===== config.mk =====
export PLATFORM = sky130hd
export DESIGN_NAME = led_matrix_framebuffer_blit
export DESIGN_NICKNAME = d
export VERILOG_FILES = /design/src/design/lmfb_pkg.sv /design/src/design/lmfb_ram.sv /design/src/design/led_matrix_framebuffer_blit.sv
export SDC_FILE = /design/constraint.sdc
export NUM_CORES = 2
export LEC_CHECK = 0
export ABC_AREA = 1
export BUFFER_PORTS_ARGS = -buffer_cell sky130_fd_sc_hd__buf_2
export CAP_MARGIN = 20
export CORE_MARGIN = 1
export CORE_UTILIZATION = 50
export DETAILED_ROUTE_END_ITERATION = 6
export GPL_TIMING_DRIVEN = 0
export HOLD_SLACK_MARGIN = 0.12
export PLACE_DENSITY = 0.66
export SLEW_MARGIN = 15
export SYNTH_ARGS = -nofsm -noshare
export SYNTH_HDL_FRONTEND = slang
export SYNTH_SLANG_ARGS = --single-unit

===== constraint.sdc =====
create_clock -name i_clk -period 7.9 [get_ports i_clk]
set_input_delay 1.58 -clock i_clk [delete_from_list [all_inputs] [get_ports i_clk]]
set_output_delay 1.58 -clock i_clk [all_outputs]
set_load 0.005 [all_outputs]

===== src/design/lmfb_pkg.sv =====
// ----------------------------------------------------------------------------
// lmfb_pkg
// shared types and constants of the led matrix frame store
// ----------------------------------------------------------------------------
package lmfb_pkg;

    localparam int ROWS   = 8;
    localparam int COLS   = 8;
    localparam int CELLS  = ROWS * COLS;
    localparam int ADDR_W = (CELLS > 1) ? $clog2(CELLS) : 1;
    localparam int ROW_W  = (ROWS > 1) ? $clog2(ROWS) : 1;
    localparam int COL_W  = (COLS > 1) ? $clog2(COLS) : 1;
    localparam int PIX_W  = 24;

    localparam logic [1:0] OP_CLEAR = 2'd0;
    localparam logic [1:0] OP_MASK  = 2'd1;
    localparam logic [1:0] OP_SCAN  = 2'd2;

    localparam logic [1:0] CFG_FILL_RED   = 2'd0;
    localparam logic [1:0] CFG_FILL_GREEN = 2'd1;
    localparam logic [1:0] CFG_FILL_BLUE  = 2'd2;

    localparam logic [7:0] RST_FILL_RED   = 8'd64;
    localparam logic [7:0] RST_FILL_GREEN = 8'd0;
    localparam logic [7:0] RST_FILL_BLUE  = 8'd64;

    typedef struct packed {
        logic [1:0]  operation;
        logic [31:0] mask_bits;
        logic [3:0]  mask_height;
        logic [3:0]  mask_width;
        logic [2:0]  row_start;
        logic [2:0]  col_start;
    } t_in_item;

    typedef struct packed {
        logic [7:0] out_green;
        logic [7:0] out_red;
        logic [7:0] out_blue;
        logic       last_pixel;
    } t_out_item;

endpackage


===== src/design/lmfb_ram.sv =====
// ----------------------------------------------------------------------------
// lmfb_ram
// generic single write, single read ram with registered read data
// ----------------------------------------------------------------------------
module lmfb_ram #(
    parameter int WIDTH = 24,
    parameter int DEPTH = 64
) (
    input  logic                                     i_clk,
    input  logic                                     i_we,
    input  logic [((DEPTH > 1) ? $clog2(DEPTH) : 1)-1:0] i_waddr,
    input  logic [WIDTH-1:0]                         i_wdata,
    input  logic [((DEPTH > 1) ? $clog2(DEPTH) : 1)-1:0] i_raddr,
    output logic [WIDTH-1:0]                         o_rdata
);

    logic [WIDTH-1:0] r_mem [DEPTH];

    always_ff @(posedge i_clk) begin
        if (i_we) begin
            r_mem[i_waddr] <= i_wdata;
        end
        o_rdata <= r_mem[i_raddr];
    end

endmodule


===== src/design/led_matrix_framebuffer_blit.sv =====
// ----------------------------------------------------------------------------
// led_matrix_framebuffer_blit
// rgb frame store for an led matrix: clear, glyph stamp and serpentine scan
// ----------------------------------------------------------------------------
// Usage: input words arrive on i_valid/o_ready with an operation code.
// Clear drops the per-pixel flags so every pixel reads black. A glyph
// stamp walks the glyph cells row by row, one cell a cycle, over
// min(height*width, 32) cells, writing the fill colour into the ram
// for each set mask bit inside the matrix. A scan out emits ROWS*COLS
// words on o_valid/i_ready in serpentine order, one word per cycle while
// the receiver takes them; the pace is set by the single ram read port.
// last_pixel marks the final word. The output register lets the next input
// word be accepted while the final word still waits.
// When the receiver stalls, the scan holds its position and re-reads the
// same ram entry, so no word is lost or repeated.
// Fill colours are written through i_cfg_we/i_cfg_idx/i_cfg_data.
// Reset (synchronous, active low) returns to idle, blanks the frame and
// loads the default fill colour; no clearing pass is needed.
// ----------------------------------------------------------------------------
module led_matrix_framebuffer_blit
    import lmfb_pkg::*;
(
    input  logic       i_clk,
    input  logic       i_rst_n,
    input  logic       i_valid,
    output logic       o_ready,
    input  t_in_item   i_item,
    output logic       o_valid,
    input  logic       i_ready,
    output t_out_item  o_word,
    input  logic       i_cfg_we,
    input  logic [1:0] i_cfg_idx,
    input  logic [7:0] i_cfg_data
);

    typedef enum logic [1:0] {
        ST_IDLE,
        ST_STAMP,
        ST_SCAN
    } t_state;

    t_state r_state;

    logic [7:0] r_fill_red;
    logic [7:0] r_fill_green;
    logic [7:0] r_fill_blue;

    logic [CELLS-1:0] r_valid;

    // stamp walk
    logic [31:0] r_mask;
    logic [3:0]  r_h;
    logic [3:0]  r_w;
    logic [2:0]  r_top;
    logic [2:0]  r_left;
    logic [3:0]  r_gr;
    logic [3:0]  r_gc;
    logic [4:0]  r_bit;

    // scan
    logic [ROW_W-1:0] r_row;
    logic [COL_W-1:0] r_k;
    logic             r_rd_ok;
    logic             r_rd_vld;

    logic              in_acc;
    logic [4:0]        mr;
    logic [4:0]        mc;
    logic              st_we;
    logic [ADDR_W-1:0] st_addr;
    logic              st_done;
    logic              sc_last;
    logic              sc_adv;
    logic [ROW_W-1:0]  nxt_row;
    logic [COL_W-1:0]  nxt_k;
    logic [ADDR_W-1:0] rd_addr;
    logic [PIX_W-1:0]  rdata;
    logic [PIX_W-1:0]  pix;

    function automatic logic [ADDR_W-1:0] scan_addr(input logic [ROW_W-1:0] row,
                                                    input logic [COL_W-1:0] k);
        logic [COL_W-1:0] col;
        col = row[0] ? COL_W'(COLS - 1) - k : k;
        return ADDR_W'(ADDR_W'(row) * ADDR_W'(COLS)) + ADDR_W'(col);
    endfunction

    assign o_ready = (r_state == ST_IDLE);
    assign in_acc  = i_valid && o_ready;

    assign mr      = 5'(r_top) + 5'(r_gr);
    assign mc      = 5'(r_left) + 5'(r_gc);
    assign st_we   = (r_state == ST_STAMP) && r_mask[r_bit]
                     && (mr < 5'(ROWS)) && (mc < 5'(COLS));
    assign st_addr = ADDR_W'(ADDR_W'(mr) * ADDR_W'(COLS)) + ADDR_W'(mc);
    assign st_done = ((r_gc == r_w - 4'd1) && (r_gr == r_h - 4'd1)) || (r_bit == 5'd31);

    assign sc_last = (r_row == ROW_W'(ROWS - 1)) && (r_k == COL_W'(COLS - 1));
    assign sc_adv  = (r_state == ST_SCAN) && r_rd_ok && (!o_valid || i_ready);

    always_comb begin
        if (r_k == COL_W'(COLS - 1)) begin
            nxt_k   = '0;
            nxt_row = r_row + ROW_W'(1);
        end else begin
            nxt_k   = r_k + COL_W'(1);
            nxt_row = r_row;
        end
        if (r_state != ST_SCAN) begin
            rd_addr = '0;
        end else if (sc_adv && !sc_last) begin
            rd_addr = scan_addr(nxt_row, nxt_k);
        end else begin
            rd_addr = scan_addr(r_row, r_k);
        end
    end

    lmfb_ram #(
        .WIDTH (PIX_W),
        .DEPTH (CELLS)
    ) u_frame (
        .i_clk   (i_clk),
        .i_we    (st_we),
        .i_waddr (st_addr),
        .i_wdata ({r_fill_red, r_fill_green, r_fill_blue}),
        .i_raddr (rd_addr),
        .o_rdata (rdata)
    );

    assign pix = r_rd_vld ? rdata : '0;

    always_ff @(posedge i_clk) begin
        r_rd_vld <= r_valid[rd_addr];
        if (!i_rst_n) begin
            r_state      <= ST_IDLE;
            r_valid      <= '0;
            r_rd_ok      <= 1'b0;
            o_valid      <= 1'b0;
            r_fill_red   <= RST_FILL_RED;
            r_fill_green <= RST_FILL_GREEN;
            r_fill_blue  <= RST_FILL_BLUE;
        end else begin
            if (i_cfg_we) begin
                case (i_cfg_idx)
                    CFG_FILL_RED:   r_fill_red   <= i_cfg_data;
                    CFG_FILL_GREEN: r_fill_green <= i_cfg_data;
                    CFG_FILL_BLUE:  r_fill_blue  <= i_cfg_data;
                    default: ;
                endcase
            end

            if (sc_adv) begin
                o_valid           <= 1'b1;
                o_word.out_green  <= pix[15:8];
                o_word.out_red    <= pix[23:16];
                o_word.out_blue   <= pix[7:0];
                o_word.last_pixel <= sc_last;
            end else if (i_ready) begin
                o_valid <= 1'b0;
            end

            if (st_we) begin
                r_valid[st_addr] <= 1'b1;
            end

            case (r_state)
                ST_IDLE: begin
                    if (in_acc) begin
                        case (i_item.operation)
                            OP_CLEAR: r_valid <= '0;
                            OP_MASK: begin
                                r_mask <= i_item.mask_bits;
                                r_h    <= i_item.mask_height;
                                r_w    <= i_item.mask_width;
                                r_top  <= i_item.row_start;
                                r_left <= i_item.col_start;
                                r_gr   <= '0;
                                r_gc   <= '0;
                                r_bit  <= '0;
                                if (i_item.mask_height != 4'd0
                                    && i_item.mask_width != 4'd0) begin
                                    r_state <= ST_STAMP;
                                end
                            end
                            OP_SCAN: begin
                                r_row   <= '0;
                                r_k     <= '0;
                                r_rd_ok <= 1'b1;
                                r_state <= ST_SCAN;
                            end
                            default: ;
                        endcase
                    end
                end
                ST_STAMP: begin
                    r_bit <= r_bit + 5'd1;
                    if (r_gc == r_w - 4'd1) begin
                        r_gc <= '0;
                        r_gr <= r_gr + 4'd1;
                    end else begin
                        r_gc <= r_gc + 4'd1;
                    end
                    if (st_done) begin
                        r_state <= ST_IDLE;
                    end
                end
                ST_SCAN: begin
                    if (sc_adv) begin
                        if (sc_last) begin
                            r_rd_ok <= 1'b0;
                            r_state <= ST_IDLE;
                        end else begin
                            r_row <= nxt_row;
                            r_k   <= nxt_k;
                        end
                    end
                end
                default: r_state <= ST_IDLE;
            endcase
        end
    end

    a_rd_only_in_scan: assert property (@(posedge i_clk) disable iff (!i_rst_n)
        (r_state != ST_SCAN) |-> !r_rd_ok)
        else $error("scan read pending outside scan");

    a_write_only_stamp: assert property (@(posedge i_clk) disable iff (!i_rst_n)
        st_we |-> (r_state == ST_STAMP) && !o_ready)
        else $error("frame write outside glyph stamp");

    a_last_ends_scan: assert property (@(posedge i_clk) disable iff (!i_rst_n)
        (sc_adv && sc_last) |=> (r_state == ST_IDLE) && o_valid && o_word.last_pixel)
        else $error("scan did not end on last word");

    a_scan_starts: assert property (@(posedge i_clk) disable iff (!i_rst_n)
        (in_acc && i_item.operation == OP_SCAN) |=> r_rd_ok && (r_row == '0) && (r_k == '0))
        else $error("scan did not start at first pixel");

endmodule

==> report_table.html <==
<table>
<tr><th>Metric</th><th>Value</th></tr>
<tr><th colspan="2">Status</th></tr>
<tr><td>Status</td><td>complete, no violations</td></tr>
<tr><th colspan="2">CTS</th></tr>
<tr><td>Hold buffer count at CTS</td><td>0</td></tr>
<tr><td>CTS resizes</td><td>0</td></tr>
<tr><td>Bufs on Longest Clock Path</td><td>3</td></tr>
<tr><td>TritonCTS Buffers</td><td>179</td></tr>
<tr><td>Clock insertion delay at the later pin of the skew report</td><td>830 ps</td></tr>
<tr><td>Clock H-tree levels</td><td>4</td></tr>
<tr><td>Post-CTS setup buffer count</td><td>0</td></tr>
<tr><td>CTS sink count</td><td>1743</td></tr>
<tr><td>Clock tree from TritonCTS</td><td>yes</td></tr>
<tr><td>CTS Root Buffer Type</td><td>clkbuf_16</td></tr>
<tr><td>Clock transition at path regs</td><td>60 ps</td></tr>
<tr><th colspan="2">Power</th></tr>
<tr><td>Switching portion of total power</td><td>34.6%</td></tr>
<tr><td>Power density relative to cell area</td><td>288 nW/um2</td></tr>
<tr><td>Internal power summed over all cells</td><td>16.5 mW</td></tr>
<tr><td>Clock share of power</td><td>32.7%</td></tr>
<tr><td>Maximum ir drop on the vdd rail</td><td>0.226 mV</td></tr>
<tr><td>Fraction of power consumed by sequential logic</td><td>41.0%</td></tr>
<tr><td>Static leakage power</td><td>36.2 nW</td></tr>
<tr><td>Part of the total power dissipated in combinational logic</td><td>26.3%</td></tr>
<tr><td>Switching component of the power</td><td>8.72 mW</td></tr>
<tr><th colspan="2">STA</th></tr>
<tr><td>Number of setup violations in the final report</td><td>0</td></tr>
<tr><td>Slew Viols, Final</td><td>0</td></tr>
<tr><td>Worst slew pin tran</td><td>1230 ps</td></tr>
<tr><td>Minimum clock period</td><td>5160 ps</td></tr>
<tr><td>Worst relative slew slack</td><td>17.8%</td></tr>
<tr><td>Final worst path period share</td><td>65.3%</td></tr>
<tr><td>WHS</td><td>464 ps</td></tr>
<tr><td>Final hold violation count</td><td>0</td></tr>
<tr><td>Highest Clock Rate</td><td>194 MHz</td></tr>
<tr><td>RSZ-0062 raised after global routing</td><td>false</td></tr>
<tr><td>Minimum setup slack in the final design</td><td>2740 ps</td></tr>
<tr><td>Setup Skew</td><td>42.4 ps</td></tr>
<tr><th colspan="2">Synthesis</th></tr>
<tr><td>Syn avg cell area</td><td>10.4 um2</td></tr>
<tr><td>Largest family of logic cells by synthesized area</td><td>simple AND/OR/NAND/NOR gates</td></tr>
<tr><td>Library cell occupying the most area in the post-synthesis netlist</td><td>edfxtp_1</td></tr>
<tr><td>Number of synthesized register bits</td><td>1743</td></tr>
<tr><td>Adder-cell share of the synthesized area</td><td>0.356%</td></tr>
<tr><td>Total standard cell area after synthesis</td><td>76700 um2</td></tr>
<tr><td>Number of warnings issued by yosys</td><td>0</td></tr>
<tr><td>Multiplexer share of the synthesized area</td><td>0%</td></tr>
<tr><td>Primary flip-flop cell chosen by synthesis mapping</td><td>edfxtp_1</td></tr>
<tr><td>Synth top area cells</td><td>edfxtp_1, nand3_1, inv_1, nand2_1, nand4_1</td></tr>
<tr><td>Post-synth EDFFs</td><td>1626</td></tr>
<tr><td>Number of distinct standard cells referenced by the synthesized netlist</td><td>37</td></tr>
<tr><td>Synthesized-area fraction occupied by and/or/nand/nor cells</td><td>20.2%</td></tr>
<tr><td>Parity-gate share of the synthesized area counting xor and xnor cells</td><td>0.217%</td></tr>
<tr><td>Fraction of post-synthesis cell area in the top cell type by area</td><td>63.7%</td></tr>
<tr><td>Gate Count Post-Synth</td><td>7373</td></tr>
<tr><td>Share of synthesized registers carrying an async set or reset</td><td>0%</td></tr>
<tr><td>Syn nets</td><td>7456</td></tr>
<tr><td>Synth Area in Compound Gates</td><td>2.37%</td></tr>
<tr><td>Portion of the post-synthesis area used by sequential elements</td><td>66.7%</td></tr>
<tr><th colspan="2">Detailed routing</th></tr>
<tr><td>Drt initial violations</td><td>7435</td></tr>
<tr><td>Average wire length per cell after detail routing</td><td>23.7 um</td></tr>
<tr><td>Count of unresolved DRC violations after routing</td><td>0</td></tr>
<tr><td>Vias per cell</td><td>5.66</td></tr>
<tr><td>Pre-Repair DR Iteration Count</td><td>7</td></tr>
<tr><td>Total wire length after detailed routing</td><td>235000 um</td></tr>
<tr><td>Via Count</td><td>56100</td></tr>
<tr><td>Remaining antenna violation count</td><td>0</td></tr>
<tr><th colspan="2">Setup path</th></tr>
<tr><td>Critical path's slowest cell</td><td>nor2_4</td></tr>
<tr><td>Series of cell instances along the critical path</td><td>ha_1, inv_1, fa_1, or2_2, a21boi_0, inv_1, fa_1, xor2_1, nand2_1, nor2_1, inv_1, nor2_4</td></tr>
<tr><td>Setup crit end kind</td><td>flop</td></tr>
<tr><td>Worst setup path category</td><td>flop to flop</td></tr>
<tr><td>CP max FO</td><td>25</td></tr>
<tr><td>Critical Path RT</td><td>8320 ps</td></tr>
<tr><td>Critical Path Most Common Cell</td><td>inv_1</td></tr>
<tr><td>Top delay family on crit path</td><td>simple AND/OR/NAND/NOR gates</td></tr>
<tr><td>Critical Path Source Type</td><td>flop</td></tr>
<tr><td>Delay of the slowest cell on the worst path</td><td>760 ps</td></tr>
<tr><td>Buffers and inverters on the worst path</td><td>3</td></tr>
<tr><td>Worst endpoint data arrival time</td><td>5580 ps</td></tr>
<tr><th colspan="2">Placed design</th></tr>
<tr><td>Number of cells in the design after placement</td><td>9558</td></tr>
<tr><td>Port Buf Inserts</td><td>88</td></tr>
<tr><td>Post-DP HPWL</td><td>164000 um</td></tr>
<tr><td>Pre-CTS setup slack</td><td>2770 ps</td></tr>
<tr><td>GPL Wtd Cong</td><td>1.02</td></tr>
<tr><th colspan="2">Final layout</th></tr>
<tr><td>Fin nets</td><td>7800</td></tr>
<tr><td>Fraction of final layout cells sized beyond drive strength 1</td><td>10.4%</td></tr>
<tr><td>Sequential standard cell area</td><td>51300 um2</td></tr>
<tr><td>Final cell count without fillers</td><td>9905</td></tr>
<tr><td>Fill cells</td><td>12600</td></tr>
<tr><td>Layout area overhead</td><td>14.0%</td></tr>
<tr><td>Multi-input gate area in the final layout</td><td>18100 um2</td></tr>
<tr><td>Finished Core Util</td><td>57.5%</td></tr>
<tr><th colspan="2">Die</th></tr>
<tr><td>Area enclosed by the die boundary</td><td>155000 um2</td></tr>
<tr><td>Height of the chip</td><td>394 um</td></tr>
<tr><td>Top-level port count</td><td>90</td></tr>
<tr><td>Number of standard-cell rows in the floorplan</td><td>143</td></tr>
<tr><td>Core area</td><td>152000 um2</td></tr>
<tr><td>Effective utilization at floorplan</td><td>50.4%</td></tr>
<tr><td>Horizontal die dimension</td><td>394 um</td></tr>
<tr><th colspan="2">GRT</th></tr>
<tr><td>Vias in the first global route</td><td>52400</td></tr>
<tr><td>First-pass GRT wire length</td><td>338000 um</td></tr>
<tr><td>Total routing usage reported by global routing</td><td>29.9%</td></tr>
<tr><td>Antenna violations before repair</td><td>15</td></tr>
<tr><td>Largest net degree at the start of global routing</td><td>64</td></tr>
<tr><td>Aggregate global routing overflow</td><td>0</td></tr>
<tr><th colspan="2">Min path</th></tr>
<tr><td>Path type of the worst min-delay path</td><td>flop to flop</td></tr>
<tr><th colspan="2">Flow run</th></tr>
<tr><td># Max-Cap Violations</td><td>0</td></tr>
</table>
## flip-flops by register name, indices dropped and copies added, names as in the netlist, 5 cells and up
name and count:
r_fill_red 8, r_mask 32, r_valid 64, u_frame.r_mem 1536
r_fill_blue 8, r_bit 5, u_frame.o_rdata 24, r_fill_green 8
o_word 25
## cell families (layout without fill, tap and decap cells)
| logic type | count (synthesis) | after routing |
|---|---|---|
| other cells | 0 | 6 |
| xor+xnor | 19 | 19 |
| simple gates | 3278 | 3278 |
| flops | 1743 | 1743 |
| compound gates | 341 | 341 |
| buf+inv | 1972 | 2468 |
| fa+ha+maj | 20 | 20 |
## worst register-to-register path, delay by kind of cell (launching register included)
kind,cells,cell delay [ps]
flops,1,450
fa+ha+maj,3,970
buf+inv,3,680
simple gates,4,1850
xor+xnor,1,650
compound gates,1,150
## Yosys cell counts, drive strengths merged, types with 2 or more instances
cell type	n
fa	3
nand3	1327
nand2	1143
ha	17
nor3	12
clkbuf	188
xnor2	11
a21oi	40
dfxtp	117
o211ai	34
edfxtp	1626
o21bai	2
o21ai	261
or2	5
xor2	8
inv	1484
nand4	554
buf	300
nor4	4
nor2	231
## power by group through the flow
| stage | combinational [mW] | clock [mW] | sequential (mW) |
|---|---|---|---|
| floorplan | 3.70 | 0 | 10.5 |
| global placement | 5.99 | 0 | 10.7 |
| detailed placement | 6.33 | 0 | 10.5 |
| CTS | 6.36 | 8.27 | 10.3 |
| global route | 6.98 | 8.62 | 10.4 |
| finish | 6.63 | 8.24 | 10.4 |
## area by class of cell
class	instances	area share [%]
antenna	6	0.0172
sequential	1743	58.6
multi-input combinational	3658	20.7
tap	2030	2.90
clock buffer	237	5.62
inverter	1484	6.37
buffer	488	2.58
timing repair buffer	163	2.30
clock inverter	96	0.843
## cells in the final DEF (no fill, tap or decap), drive strengths merged, types with 2 or more instances in the layout
cell type and n:
inv 1491, ha 17, clkinv 75, nor3 12
nor4 4, nand3 1327, clkinvlp 6, xnor2 11
diode 6, o21ai 261, or2 5, edfxtp 1626
buf 463, nand2 1143, fa 3, clkbuf 425
xor2 8, o211ai 34, o21bai 2, nand4 554
bufinv 8, a21oi 40, nor2 231, dfxtp 117
## path summary, 6_finish.rpt
check,start,end,slack (ps),cells past startpoint
hold reg to reg,r_valid[43],r_valid[43],460,2
setup / recovery,r_gc[0],u_frame.r_mem[36][6],2740,12
setup reg to reg,r_gc[0],u_frame.r_mem[36][6],2740,12
hold / removal,r_valid[43],r_valid[43],460,2
## stage by stage
stage               cell area [um2]  total power [mW]  TNS (ps)
CTS                           87200              25.0         0
finish                        87400              25.2         0
detailed placement            81600              16.9         0
floorplan                     76700              14.2         0
global route                  87400              26.0         0
global placement              79700              16.7    -38840
## metal layers
layer  track usage (%)  vias up  share of wire [%]
met1              40.0    26600                 39
met2              45.5     3171                 44
met3              6.56      608                 11
met5                 0        -             0.0055
li1                  -    25700                  -
met4              16.1        2                5.9
Power figures use the tool's default switching activity.
